File: src/assert_macros.svh
// assertion helpers for the rtl
`ifndef ASSERT_MACROS_SVH
`define ASSERT_MACROS_SVH

// same-cycle implication, disabled while in reset
`define ASSERT_IMPLIES(label, clk_sig, rst_sig, ante, cons) \
    label: assert property (@(posedge clk_sig) disable iff (!rst_sig) (ante) |-> (cons)) \
        else $error("assertion failed");

// next-cycle implication, disabled while in reset
`define ASSERT_NEXT(label, clk_sig, rst_sig, ante, cons) \
    label: assert property (@(posedge clk_sig) disable iff (!rst_sig) (ante) |=> (cons)) \
        else $error("assertion failed");

`endif

File: src/rswag_pkg.sv
package rswag_pkg;

    localparam int SINE_ENTRIES = 1024;
    localparam int QUARTER_TURN = SINE_ENTRIES / 4;
    localparam int HALF_TURN    = SINE_ENTRIES / 2;
    localparam int SINE_PEAK    = 32767;

    // even sine index j = idx/2, quarter table over even quarter-wave points
    localparam int J_W      = $clog2(SINE_ENTRIES) - 1;
    localparam int M_W      = J_W - 2;
    localparam int QJ       = SINE_ENTRIES / 8;
    localparam int QTAB_N   = QJ + 1;
    localparam int TAB_A_W  = $clog2(QTAB_N);
    localparam int MAG_W    = 15;
    localparam int SINE_W   = 16;

    localparam int CFG_W    = 11;
    localparam int CFG_IDX_W = 3;
    localparam int COORD_W  = 10;
    localparam int AMP_W    = 8;
    localparam int PHASE_W  = 17;
    localparam int PROD_W   = SINE_W + AMP_W;
    localparam int OFF_W    = PROD_W - 15;
    localparam int LUMA_W   = 20;
    localparam int CHROMA_W = 21;

    localparam logic [CFG_IDX_W-1:0] CFG_FRAME_WIDTH  = 3'd0;
    localparam logic [CFG_IDX_W-1:0] CFG_FRAME_HEIGHT = 3'd1;
    localparam logic [CFG_IDX_W-1:0] CFG_X_AMPLITUDE  = 3'd2;
    localparam logic [CFG_IDX_W-1:0] CFG_Y_AMPLITUDE  = 3'd3;
    localparam logic [CFG_IDX_W-1:0] CFG_PHASE_STEP   = 3'd4;

    localparam logic [CFG_W-1:0] RST_FRAME_WIDTH  = 11'd320;
    localparam logic [CFG_W-1:0] RST_FRAME_HEIGHT = 11'd240;

    localparam logic [63:0] PI_Q60 = 64'h3243F6A8885A308D;
    localparam logic [63:0] PI_DIV = PI_Q60 / HALF_TURN;
    localparam logic [63:0] PI_REM = PI_Q60 % HALF_TURN;

    typedef logic [QTAB_N-1:0][MAG_W-1:0] qtab_t;

    typedef struct packed {
        logic           valid;
        logic [J_W-1:0] index;
    } sine_req_t;

    typedef struct packed {
        logic                     valid;
        logic signed [SINE_W-1:0] sine;
        logic signed [SINE_W-1:0] cosine;
    } sine_rsp_t;

    // (a*b) >> 60, 64-bit wrapping
    function automatic logic [63:0] mul_q60(input logic [63:0] a, input logic [63:0] b);
        logic [63:0] ah;
        logic [63:0] al;
        logic [63:0] bh;
        logic [63:0] bl;
        logic [63:0] hi;
        logic [63:0] mid;
        logic [63:0] lo;
        ah  = a >> 32;
        al  = a & 64'hFFFF_FFFF;
        bh  = b >> 32;
        bl  = b & 64'hFFFF_FFFF;
        hi  = ah * bh;
        mid = ah * bl + al * bh;
        lo  = al * bl;
        return (hi << 4) + (mid >> 28) + (lo >> 60);
    endfunction

    // truncating long division by shift and subtract
    function automatic logic [63:0] udiv64(input logic [63:0] num, input logic [63:0] den);
        logic [63:0] rem;
        logic [63:0] quo;
        rem = '0;
        quo = '0;
        for (int b = 63; b >= 0; b--)
        begin
            rem = {rem[62:0], num[b]};
            quo = quo << 1;
            if (rem >= den)
            begin
                rem    = rem - den;
                quo[0] = 1'b1;
            end
        end
        return quo;
    endfunction

    // truncated fixed-point sine series over the first quarter turn
    function automatic logic [MAG_W-1:0] quarter_sine(input int r);
        logic [63:0] x;
        logic [63:0] x2;
        logic [63:0] term;
        logic [63:0] sum;
        logic [63:0] denom;
        if (r == 0)
            return '0;
        if (r >= QUARTER_TURN)
            return MAG_W'(SINE_PEAK);
        x    = PI_DIV * 64'(r) + (PI_REM * 64'(r)) / HALF_TURN;
        x2   = mul_q60(x, x);
        term = x;
        sum  = x;
        for (int n = 1; n <= 24; n++)
        begin
            if (term != 0)
            begin
                denom = 64'((2 * n) * (2 * n + 1));
                term  = udiv64(mul_q60(term, x2), denom);
                if (n % 2 == 1)
                    sum = sum - term;
                else
                    sum = sum + term;
            end
        end
        return MAG_W'(mul_q60(sum, 64'(SINE_PEAK)));
    endfunction

    function automatic qtab_t build_qtab();
        qtab_t t;
        for (int i = 0; i < QTAB_N; i++)
        begin
            t[i] = quarter_sine(2 * i);
        end
        return t;
    endfunction

    localparam qtab_t QSINE = build_qtab();

endpackage

File: src/rswag_sine_rom.sv
module rswag_sine_rom
    import rswag_pkg::*;
(
    input  logic      clk,
    input  logic      rst_n,
    input  sine_req_t req,
    output sine_rsp_t rsp
);

    logic                     valid_reg;
    logic signed [SINE_W-1:0] sine_reg;
    logic signed [SINE_W-1:0] cosine_reg;
    logic signed [SINE_W-1:0] sine_next;
    logic signed [SINE_W-1:0] cosine_next;

    // quarter-wave symmetry on the even index
    function automatic logic signed [SINE_W-1:0] lookup(input logic [J_W-1:0] j);
        logic [1:0]               quad;
        logic [M_W-1:0]           m;
        logic [TAB_A_W-1:0]       addr;
        logic signed [SINE_W-1:0] mag;
        quad = j[J_W-1:J_W-2];
        m    = j[M_W-1:0];
        if (quad[0])
            addr = TAB_A_W'(QJ) - TAB_A_W'(m);
        else
            addr = TAB_A_W'(m);
        mag = $signed({1'b0, QSINE[addr]});
        if (quad[1])
            return -mag;
        return mag;
    endfunction

    always_comb
    begin
        sine_next   = lookup(req.index);
        cosine_next = lookup(req.index + J_W'(QJ));
    end

    always_ff @(posedge clk or negedge rst_n)
    begin
        if (!rst_n)
            valid_reg <= 1'b0;
        else
            valid_reg <= req.valid;
    end

    always_ff @(posedge clk)
    begin
        sine_reg   <= sine_next;
        cosine_reg <= cosine_next;
    end

    assign rsp = '{valid: valid_reg, sine: sine_reg, cosine: cosine_reg};

endmodule

File: src/radial_sine_warp_address_gen_top.sv
// channel   | ports                                                 | handshake
// ----------+-------------------------------------------------------+-------------------------
// item in   | column, row, dist_code                                | start, busy
// result    | luma_src_addr, chroma_valid, first_/second_chroma_... | done strobe, one cycle
// config    | cfg_index, cfg_data                                   | cfg_we, no wait
//
// one item per clock; its result is registered at the end of each of these
// stages: phase multiply, sine table, amplitude multiply, clamp, row multiply, address add
// busy stays low; the receiver cannot stall, so the pipeline always advances
// reset clears the stage valid bits and loads the default frame settings
`include "assert_macros.svh"

module radial_sine_warp_address_gen_top
    import rswag_pkg::*;
#(
    parameter int MAX_DIM = 1024
)
(
    input  logic                 clk,
    input  logic                 rst_n,
    input  logic                 start,
    output logic                 busy,
    input  logic [COORD_W-1:0]   column,
    input  logic [COORD_W-1:0]   row,
    input  logic [COORD_W-1:0]   dist_code,
    input  logic                 cfg_we,
    input  logic [CFG_IDX_W-1:0] cfg_index,
    input  logic [CFG_W-1:0]     cfg_data,
    output logic                 done,
    output logic [LUMA_W-1:0]    luma_src_addr,
    output logic                 chroma_valid,
    output logic [CHROMA_W-1:0]  first_chroma_src_addr,
    output logic [CHROMA_W-1:0]  second_chroma_src_addr
);

    localparam int DIM_W   = $clog2(MAX_DIM + 1);
    localparam int PROD2_W = 2 * DIM_W;
    localparam int CMP_W   = (DIM_W + 1 > 12) ? DIM_W + 1 : 12;
    localparam int LATENCY = 6;

    // configuration
    logic [CFG_W-1:0]        frame_width_reg;
    logic [CFG_W-1:0]        frame_height_reg;
    logic signed [AMP_W-1:0] x_amp_reg;
    logic signed [AMP_W-1:0] y_amp_reg;
    logic signed [AMP_W-1:0] phase_step_reg;

    logic [DIM_W-1:0]    w_next;
    logic [DIM_W-1:0]    h_next;
    logic [DIM_W-1:0]    w_reg;
    logic [DIM_W-1:0]    maxx_reg;
    logic [DIM_W-1:0]    maxy_reg;
    logic [PROD2_W-1:0]  vsize_reg;
    logic [CHROMA_W-1:0] vbase1_reg;
    logic [CHROMA_W-1:0] vbase2_reg;

    // stage 1
    logic [PHASE_W-1:0] phase_next;
    logic               s1_valid_reg;
    logic [J_W-1:0]     s1_index_reg;
    logic [COORD_W-1:0] s1_col_reg;
    logic [COORD_W-1:0] s1_row_reg;

    // stage 2
    sine_req_t          sine_req;
    sine_rsp_t          sine_rsp;
    logic [COORD_W-1:0] s2_col_reg;
    logic [COORD_W-1:0] s2_row_reg;

    // stage 3
    logic [PROD_W-1:0]        xprod_next;
    logic [PROD_W-1:0]        yprod_next;
    logic                     s3_valid_reg;
    logic signed [PROD_W-1:0] s3_xprod_reg;
    logic signed [PROD_W-1:0] s3_yprod_reg;
    logic [COORD_W-1:0]       s3_col_reg;
    logic [COORD_W-1:0]       s3_row_reg;

    // stage 4
    logic signed [OFF_W-1:0] xoff;
    logic signed [OFF_W-1:0] yoff;
    logic signed [CMP_W-1:0] sum_x;
    logic signed [CMP_W-1:0] sum_y;
    logic signed [CMP_W-1:0] sum_xu;
    logic signed [CMP_W-1:0] sum_yu;
    logic                    s4_valid_reg;
    logic [DIM_W-1:0]        s4_dx_reg;
    logic [DIM_W-1:0]        s4_dy_reg;
    logic [DIM_W-1:0]        s4_dxu_reg;
    logic [DIM_W-1:0]        s4_dyu_reg;
    logic                    s4_cvalid_reg;

    // stage 5
    logic               s5_valid_reg;
    logic [PROD2_W-1:0] s5_py_reg;
    logic [PROD2_W-1:0] s5_pyu_reg;
    logic [DIM_W-1:0]   s5_dx_reg;
    logic [DIM_W-1:0]   s5_dxu_reg;
    logic               s5_cvalid_reg;

    // output
    logic [PROD2_W-1:0]  cbase_full;
    logic [CHROMA_W-1:0] cbase;
    logic                done_reg;
    logic [LUMA_W-1:0]   luma_reg;
    logic                cvalid_reg;
    logic [CHROMA_W-1:0] first_reg;
    logic [CHROMA_W-1:0] second_reg;

    function automatic logic [DIM_W-1:0] clamp(input logic signed [CMP_W-1:0] v,
                                               input logic [DIM_W-1:0] lim);
        logic signed [CMP_W-1:0] lim_s;
        lim_s = $signed(CMP_W'(lim));
        if (v < 0)
            return '0;
        if (v > lim_s)
            return lim;
        return DIM_W'(v);
    endfunction

    assign busy = 1'b0;

    always_ff @(posedge clk or negedge rst_n)
    begin
        if (!rst_n)
        begin
            frame_width_reg  <= RST_FRAME_WIDTH;
            frame_height_reg <= RST_FRAME_HEIGHT;
            x_amp_reg        <= '0;
            y_amp_reg        <= '0;
            phase_step_reg   <= '0;
        end
        else if (cfg_we)
        begin
            case (cfg_index)
                CFG_FRAME_WIDTH:  frame_width_reg  <= cfg_data;
                CFG_FRAME_HEIGHT: frame_height_reg <= cfg_data;
                CFG_X_AMPLITUDE:  x_amp_reg        <= $signed(cfg_data[AMP_W-1:0]);
                CFG_Y_AMPLITUDE:  y_amp_reg        <= $signed(cfg_data[AMP_W-1:0]);
                CFG_PHASE_STEP:   phase_step_reg   <= $signed(cfg_data[AMP_W-1:0]);
                default: ;
            endcase
        end
    end

    // frame limits, saturated to the largest supported size
    always_comb
    begin
        if (32'(frame_width_reg) > MAX_DIM)
            w_next = DIM_W'(MAX_DIM);
        else
            w_next = DIM_W'(frame_width_reg);
        if (32'(frame_height_reg) > MAX_DIM)
            h_next = DIM_W'(MAX_DIM);
        else
            h_next = DIM_W'(frame_height_reg);
    end

    always_ff @(posedge clk)
    begin
        w_reg      <= w_next;
        maxx_reg   <= (w_next >= DIM_W'(2)) ? w_next - DIM_W'(2) : '0;
        maxy_reg   <= (h_next >= DIM_W'(2)) ? h_next - DIM_W'(2) : '0;
        vsize_reg  <= PROD2_W'(w_next) * PROD2_W'(h_next);
        vbase1_reg <= CHROMA_W'(vsize_reg);
        vbase2_reg <= CHROMA_W'(vsize_reg + (vsize_reg >> 2));
    end

    // stage 1: phase = k * phase_step
    assign phase_next = PHASE_W'(dist_code[COORD_W-1:1])
                        * {{(PHASE_W - AMP_W){phase_step_reg[AMP_W-1]}}, phase_step_reg};

    always_ff @(posedge clk or negedge rst_n)
    begin
        if (!rst_n)
        begin
            s1_valid_reg  <= 1'b0;
            s3_valid_reg  <= 1'b0;
            s4_valid_reg  <= 1'b0;
            s5_valid_reg  <= 1'b0;
            done_reg      <= 1'b0;
        end
        else
        begin
            s1_valid_reg  <= start && !busy;
            s3_valid_reg  <= sine_rsp.valid;
            s4_valid_reg  <= s3_valid_reg;
            s5_valid_reg  <= s4_valid_reg;
            done_reg      <= s5_valid_reg;
        end
    end

    always_ff @(posedge clk)
    begin
        s1_index_reg <= phase_next[J_W+3:4];
        s1_col_reg   <= column;
        s1_row_reg   <= row;
    end

    // stage 2: sine and cosine
    assign sine_req = '{valid: s1_valid_reg, index: s1_index_reg};

    rswag_sine_rom u_sine_rom (
        .clk   (clk),
        .rst_n (rst_n),
        .req   (sine_req),
        .rsp   (sine_rsp)
    );

    always_ff @(posedge clk)
    begin
        s2_col_reg <= s1_col_reg;
        s2_row_reg <= s1_row_reg;
    end

    // stage 3: amplitude scaling
    assign xprod_next = PROD_W'(sine_rsp.cosine)
                        * {{(PROD_W - AMP_W){x_amp_reg[AMP_W-1]}}, x_amp_reg};
    assign yprod_next = PROD_W'(sine_rsp.sine)
                        * {{(PROD_W - AMP_W){y_amp_reg[AMP_W-1]}}, y_amp_reg};

    always_ff @(posedge clk)
    begin
        s3_xprod_reg <= $signed(xprod_next);
        s3_yprod_reg <= $signed(yprod_next);
        s3_col_reg   <= s2_col_reg;
        s3_row_reg   <= s2_row_reg;
    end

    // stage 4: floor shift, offset and clamp
    always_comb
    begin
        xoff   = s3_xprod_reg[PROD_W-1:15];
        yoff   = s3_yprod_reg[PROD_W-1:15];
        sum_x  = CMP_W'(xoff) + $signed(CMP_W'(s3_col_reg));
        sum_y  = CMP_W'(yoff) + $signed(CMP_W'(s3_row_reg));
        sum_xu = CMP_W'(xoff) + $signed(CMP_W'(s3_col_reg[COORD_W-1:1]));
        sum_yu = CMP_W'(yoff) + $signed(CMP_W'(s3_row_reg[COORD_W-1:1]));
    end

    always_ff @(posedge clk)
    begin
        s4_dx_reg     <= clamp(sum_x, maxx_reg);
        s4_dy_reg     <= clamp(sum_y, maxy_reg);
        s4_dxu_reg    <= clamp(sum_xu, maxx_reg >> 1);
        s4_dyu_reg    <= clamp(sum_yu, maxy_reg >> 1);
        s4_cvalid_reg <= !s3_row_reg[0] && !s3_col_reg[0];
    end

    // stage 5: row offsets
    always_ff @(posedge clk)
    begin
        s5_py_reg     <= PROD2_W'(s4_dy_reg) * PROD2_W'(w_reg);
        s5_pyu_reg    <= PROD2_W'(s4_dyu_reg) * PROD2_W'(w_reg);
        s5_dx_reg     <= s4_dx_reg;
        s5_dxu_reg    <= s4_dxu_reg;
        s5_cvalid_reg <= s4_cvalid_reg;
    end

    // stage 6: addresses
    assign cbase_full = (s5_pyu_reg >> 1) + PROD2_W'(s5_dxu_reg);
    assign cbase      = CHROMA_W'(cbase_full);

    always_ff @(posedge clk)
    begin
        luma_reg   <= LUMA_W'(s5_py_reg + PROD2_W'(s5_dx_reg));
        cvalid_reg <= s5_cvalid_reg;
        if (s5_cvalid_reg)
        begin
            first_reg  <= vbase1_reg + cbase;
            second_reg <= vbase2_reg + cbase;
        end
        else
        begin
            first_reg  <= '0;
            second_reg <= '0;
        end
    end

    assign done                   = done_reg;
    assign luma_src_addr          = luma_reg;
    assign chroma_valid           = cvalid_reg;
    assign first_chroma_src_addr  = first_reg;
    assign second_chroma_src_addr = second_reg;

    `ASSERT_IMPLIES(a_done_latency, clk, rst_n, done, $past(start && !busy, LATENCY))
    `ASSERT_IMPLIES(a_chroma_parity, clk, rst_n, done, chroma_valid == $past(!row[0] && !column[0], LATENCY))
    `ASSERT_IMPLIES(a_chroma_zero, clk, rst_n, done && !chroma_valid, (first_chroma_src_addr == '0) && (second_chroma_src_addr == '0))

endmodule

File: config.mk
export PLATFORM = sky130hd
export DESIGN_NAME = radial_sine_warp_address_gen_top
export DESIGN_NICKNAME = d
export VERILOG_FILES = /design/src/rswag_pkg.sv /design/src/rswag_sine_rom.sv /design/src/radial_sine_warp_address_gen_top.sv
export VERILOG_INCLUDE_DIRS = /design/src /design/src/src
export SDC_FILE = /design/constraint.sdc
export NUM_CORES = 2
export LEC_CHECK = 0
export BUFFER_PORTS_ARGS = -buffer_cell sky130_fd_sc_hd__buf_2
export CAP_MARGIN = 20
export CORE_UTILIZATION = 40
export DETAILED_ROUTE_END_ITERATION = 8
export SLEW_MARGIN = 5
export SYNTH_ARGS = -nofsm -noshare
export SYNTH_HDL_FRONTEND = slang
export SYNTH_SLANG_ARGS = --single-unit
File: constraint.sdc
create_clock -name clk -period 11.2 [get_ports clk]
set_input_delay 0.56 -clock clk [delete_from_list [all_inputs] [get_ports clk]]
set_output_delay 0.56 -clock clk [all_outputs]
set_load 0.02 [all_outputs]
# After elaboration in Yosys (flattened, before gate mapping)
# Memories as Yosys holds them, arrays and structs flattened.
# Index checks and enable logic that the tools add are counted.
dict set report totals {
  latch_bits 0
  ramBits 0
  romBits 7680
  register_bits 471
  mem_count 2
}
dict set report op_classes {
  bitwise 0
  shift 0
  multipliers 6
  addsub 16
  n_reduce_logical 9
  n_lt_le_gt_ge 14
  n_div 0
  eq_ne 4
  muxes 40
}
# memory words width read_ports rd_clocked_by_memory_dff wr line
set memory_table {}
lappend memory_table {{(name not given)} 256 15 1 0 0 rswag_sine_rom.sv:28} ;# mag = $signed({1'b0, QSINE[addr]});
lappend memory_table {{(name not given)} 256 15 1 0 0 rswag_sine_rom.sv:28}
# operator n
set ops {}
lappend ops {{11-bit two-way mux} 18}
lappend ops {{15-bit two-way mux} 4}
lappend ops {{16-bit by 8-bit multiplier with 24-bit output} 2}
lappend ops {{11-bit by 11-bit multiplier with 22-bit output} 2}
lappend ops {{21-bit adder} 2}
lappend ops {{16-bit two-way mux} 2}
lappend ops {{15-bit negator with 16-bit output} 2}
lappend ops {{9-bit by 11-bit adder with 12-bit output} 2}
lappend ops {{12-bit greater-than comparator} 2}
lappend ops {{12-bit by 1-bit < comparator with 1-bit output, second input constant} 2}
lappend ops {{9-bit by 10-bit adder with 11-bit output} 2}
lappend ops {{11-bit by 2-bit greater-or-equal comparator with 1-bit output, second input constant} 2}
lappend ops {{11-bit greater-than comparator} 2}
lappend ops {{11-bit greater-than comparator, second input constant} 2}
lappend ops {{11-bit by 1-bit < comparator with 1-bit output, second input constant} 2}
lappend ops {{11-bit by 2-bit subtractor with 11-bit output, second input constant} 2}
lappend ops {{21-bit by 11-bit adder with 21-bit output} 1}
lappend ops {{21-bit by 20-bit adder with 21-bit output} 1}
lappend ops {{20-bit by 11-bit adder with 20-bit output} 1}
lappend ops {{11-bit by 11-bit multiplier with 20-bit output} 1}
lappend ops {{8-bit by 9-bit < comparator with 1-bit output, second input constant} 2}
lappend ops {{8-bit two-way mux} 2}
lappend ops {{8-bit by 7-bit subtractor with 8-bit output, first input constant} 2}
lappend ops {{1-bit two-way mux} 14}
lappend ops {{other kinds (9)} 15}

# Depth between registers and ports, before layout
dict set report depth {
  ltp_word 8
  mapped_depth 25
}

# Cells and area by module
# Synthesis repeated with hierarchy kept, for this count alone.
dict set report unflattened {
  cells_unflattened 5369
  area_unflattened_um2 47093.9
}
# mod cells_each instances seq_area_each_um2 area_each_um2
set by_module_without_submodules {}
lappend by_module_without_submodules {radial_sine_warp_address_gen_top 4084 1 8410.6 38368.0}
lappend by_module_without_submodules {rswag_sine_rom 1285 1 665.6 8725.9}

# Worst setup path before layout
# Ideal clock, no wire load.
dict set report synth_path {
  path_type {reg2reg}
  start {register frame_width_reg[10]}
  end {register vsize_reg[20]}
  path_stages_with_launch 21
  path_buffers 1
  setup_ps 130
  arrival_ps 5507
  path_slack_ps 5563
  cell_sequence {dfrtp_1 > clkinv_1 > clkbuf_1 > nand2_1 > inv_1 > nand2_1 > fa_1 > fa_1 > fa_1 > inv_1 > fa_1 > inv_1 > fa_1 > inv_1 > ha_1 > o41ai_1 > o21ai_0 > or4_1 > a31oi_1 > a211oi_1 > xor2_1}
}
dict set report synth_via {
  elab_chain_cells 3
}
# item line
set synth_rtl {}
lappend synth_rtl {{start, declared} radial_sine_warp_address_gen_top.sv:42} ;# logic [CFG_W-1:0] frame_width_reg;
lappend synth_rtl {{start signal, assigned} radial_sine_warp_address_gen_top.sv:136} ;# CFG_FRAME_WIDTH: frame_width_reg <= cfg_data;
lappend synth_rtl {{11-bit greater-than comparator} radial_sine_warp_address_gen_top.sv:149} ;# if (32'(frame_width_reg) > MAX_DIM)
lappend synth_rtl {{11-bit two-way mux} radial_sine_warp_address_gen_top.sv:149}
lappend synth_rtl {{named net w_next[6]} radial_sine_warp_address_gen_top.sv:48} ;# logic [DIM_W-1:0] w_next;
lappend synth_rtl {{11-bit by 11-bit multiplier with 22-bit output} radial_sine_warp_address_gen_top.sv:164} ;# vsize_reg <= PROD2_W'(w_next) * PROD2_W'(h_next);
lappend synth_rtl {{end signal, assigned} radial_sine_warp_address_gen_top.sv:164}
lappend synth_rtl {{end, declared} radial_sine_warp_address_gen_top.sv:53} ;# logic [PROD2_W-1:0] vsize_reg;
# The timed path passes the listed nets, and every way through them passes these cells.
# A chain may end at the register's enable or synchronous reset.

# Final worst setup path
# Same ends and word-level chain as after synthesis.

==> run metrics <==
Port-buffer cells=110; Post-synth ARST share=0.118; Row Count=124; RSZ-0062 raised after global routing=no; crit share post-route=0.649; die boundary width=approximately 340 µm; postcts setup bufs=0; actual slew at the worst max-slew pin=1.12 ns; post-synth top area share=0.209; CTS root buf=clkbuf_16; largest net degree at the start of global routing=70; htree depth=2; Die ar.=118000 µm²; Vias/cell=around 5.5; grt met2 use=0.347; Final Hold Viols=0; GRT Resource Usage Total=0.215; TritonCTS buffer count=52; critical path type=register to register; commonest non-fill, non-tap cell in the layout=inv_1; ratio of cells with drive above 1 in the final layout=0.0675; top cells by area, synth=fa_1 21%, dfxtp_1 17%, ha_1 13%; leading area contributor after synthesis=fa_1; Fmax achieved=approximately 0.14 GHz; sequential fraction of the synthesis area=0.195; GPL Wtd Cong=0.935; Max Slew Vio Count=0; Worst setup SP type=register; Hold Crit Class=primary input to register; Area growth syn-to-layout=7.60%; clk_skew=around 0.062 ns; Top FF cell, synth=dfxtp_1; DP Wirelength=97000 µm; most frequent cells in the layout=699 x inv_1, 491 x nand2_1, 488 x fa_1; core area=roughly 110000 µm²; initial antenna violation count=6; Sink Count=440; worst-path fanout max=17; design area=50200 µm²; Post-Syn Area=46600 µm²; GR peak layer=met2; Yosys cell types=107; Worst Path Arrival=a little under 8 ns; Avg Inst Size Synth=8.73 µm²; Largest register FFs=22; wire per inst=18.5 µm; CTS tree=yes; number of synthesized flops with an enable pin=0; Syn Inst Count=approximately 5300; die height=around 340 µm; post-detailed-route DRC marker count=0; final setup violating endpoints=0; crit end category=register; Synth Register Bits=440; Final Critical Period=7.27 ns; Routed Antenna Nets=0; vias in the first global route=between 30000 and 40000; detailed-route via count=approximately 38000; # IOs=113; met1 Use GR=0.292; Slew HR=0.253; Max clock buf depth=3; YS warnings=0; maxcap violations=0; first-pass GRT wire length=about 200000 µm; CP required=11.75 ns; Clock Latency Late Sink=0.67 ns; Fillers=11300; CTS clk-pin slew, worst paths=around 0.06 ns; WL final=127000 µm; GR Layer Usage met3=0.0332; Nets=6316; dpl cell area=48300 µm²; Initial Util=0.406; grt total ovfl=0; Starting DRT DRC Count=3198; post-route setup TNS=0 ns; DRT Pass-1 Iters=6; outcome=finished clean
## Yosys cell counts (all sizes together), types with 25 or more instances
master,count
a211oi,52
mux2i,53
xor2,55
a21oi,217
buf,90
o211ai,32
dfxtp,388
xnor2,197
o21bai,37
nand3,94
o21a,44
clkbuf,171
ha,474
a31oi,46
and3,43
o21ai,199
o22ai,26
nand2b,78
nor2,312
nor4,25
dfrtp,46
and2,321
a21o,49
o31ai,29
nor3,98
fa,488
nor2b,59
mux2,52
inv,704
nand2,492
## final timing paths
check,start,to,slack [ns],cells past startpoint
worst max-delay path,frame_width_reg[10],vsize_reg[20],3.93,19
worst min-delay path,column[9],s1_col_reg[9],0.04,1
worst max register to register,frame_width_reg[10],vsize_reg[20],3.93,19
worst min register to register,s2_col_reg[6],s3_col_reg[6],0.32,0
max in group asynchronous,rst_n,frame_width_reg[0],10.13,3
min in group asynchronous,rst_n,phase_step_reg[4],0.55,3
## final cells by class
cell class | instances | area (µm²) | share of cell area
clock buffers | 59 | 1360 | 0.0271
well taps | 1512 | 1890 | 0.0377
multi-input cells | 3929 | 33800 | 0.673
clock inverters | 39 | 354 | 0.00706
diodes | 1 | 2.50 | 0.0000499
repair buffers | 170 | 1040 | 0.0207
inverters | 713 | 2680 | 0.0534
flip-flops and latches | 440 | 9080 | 0.181
## cell families after synthesis
| logic type | Yosys count | synth area share |
|---|---|---|
| mux | 106 | 0.0244 |
| other cells | 1 | 0.0000804 |
| simple gates | 1645 | 0.177 |
| compound gates | 961 | 0.138 |
| fa+ha+maj | 962 | 0.337 |
| flops | 440 | 0.195 |
| xor+xnor | 252 | 0.0476 |
| buf+inv | 974 | 0.0818 |
## repair_timing
item / in CTS / in global routing
hold endpoints to repair: 37 / 0
hold buffers: 16 / 0
gates resized for setup: 0 / 0
## worst max-delay path: stages, from the launching register on
cell and delay, ns:
dfrtp_1 0.63, clkinv_1 0.61, nand2_1 0.46, clkinv_1 0.43
nand2_1 0.19, fa_1 0.46, fa_1 0.50, fa_1 0.55
inv_1 0.05, fa_1 0.47, inv_1 0.05, fa_1 0.47
inv_1 0.04, ha_1 0.22, o41ai_1 0.64, o21ai_0 0.31
or4_1 0.50, a31oi_1 0.26, a211oi_1 0.13, xor2_1 0.16
## metrics by stage
| step | util | cells | setup WS [ns] | hold WS, ns |
|---|---|---|---|---|
| finish | 0.437 | 6863 | 3.93 | 0.0421 |
| global route | 0.436 | 6862 | 3.46 | 0.00618 |
| CTS | 0.436 | 6860 | 4.04 | 0.000573 |
| detailed placement | 0.420 | 6746 | 4.05 | 0.312 |
| global placement | 0.420 | 6746 | 4.06 | 0.312 |
| floorplan | - | 5343 | 5.56 | 0.264 |
## metal layers
layer  share of wire  routed length (µm)  vias up
li1                -                   -    17700
met1            0.44               56200    18300
met2            0.45               57300     1295
met3           0.068                8670      266
met4           0.035                4460        6
met5         0.00024                  31        -
Power is not shown: default switching activity piles up to over one toggle a cycle in this logic, so the estimate is an artifact.
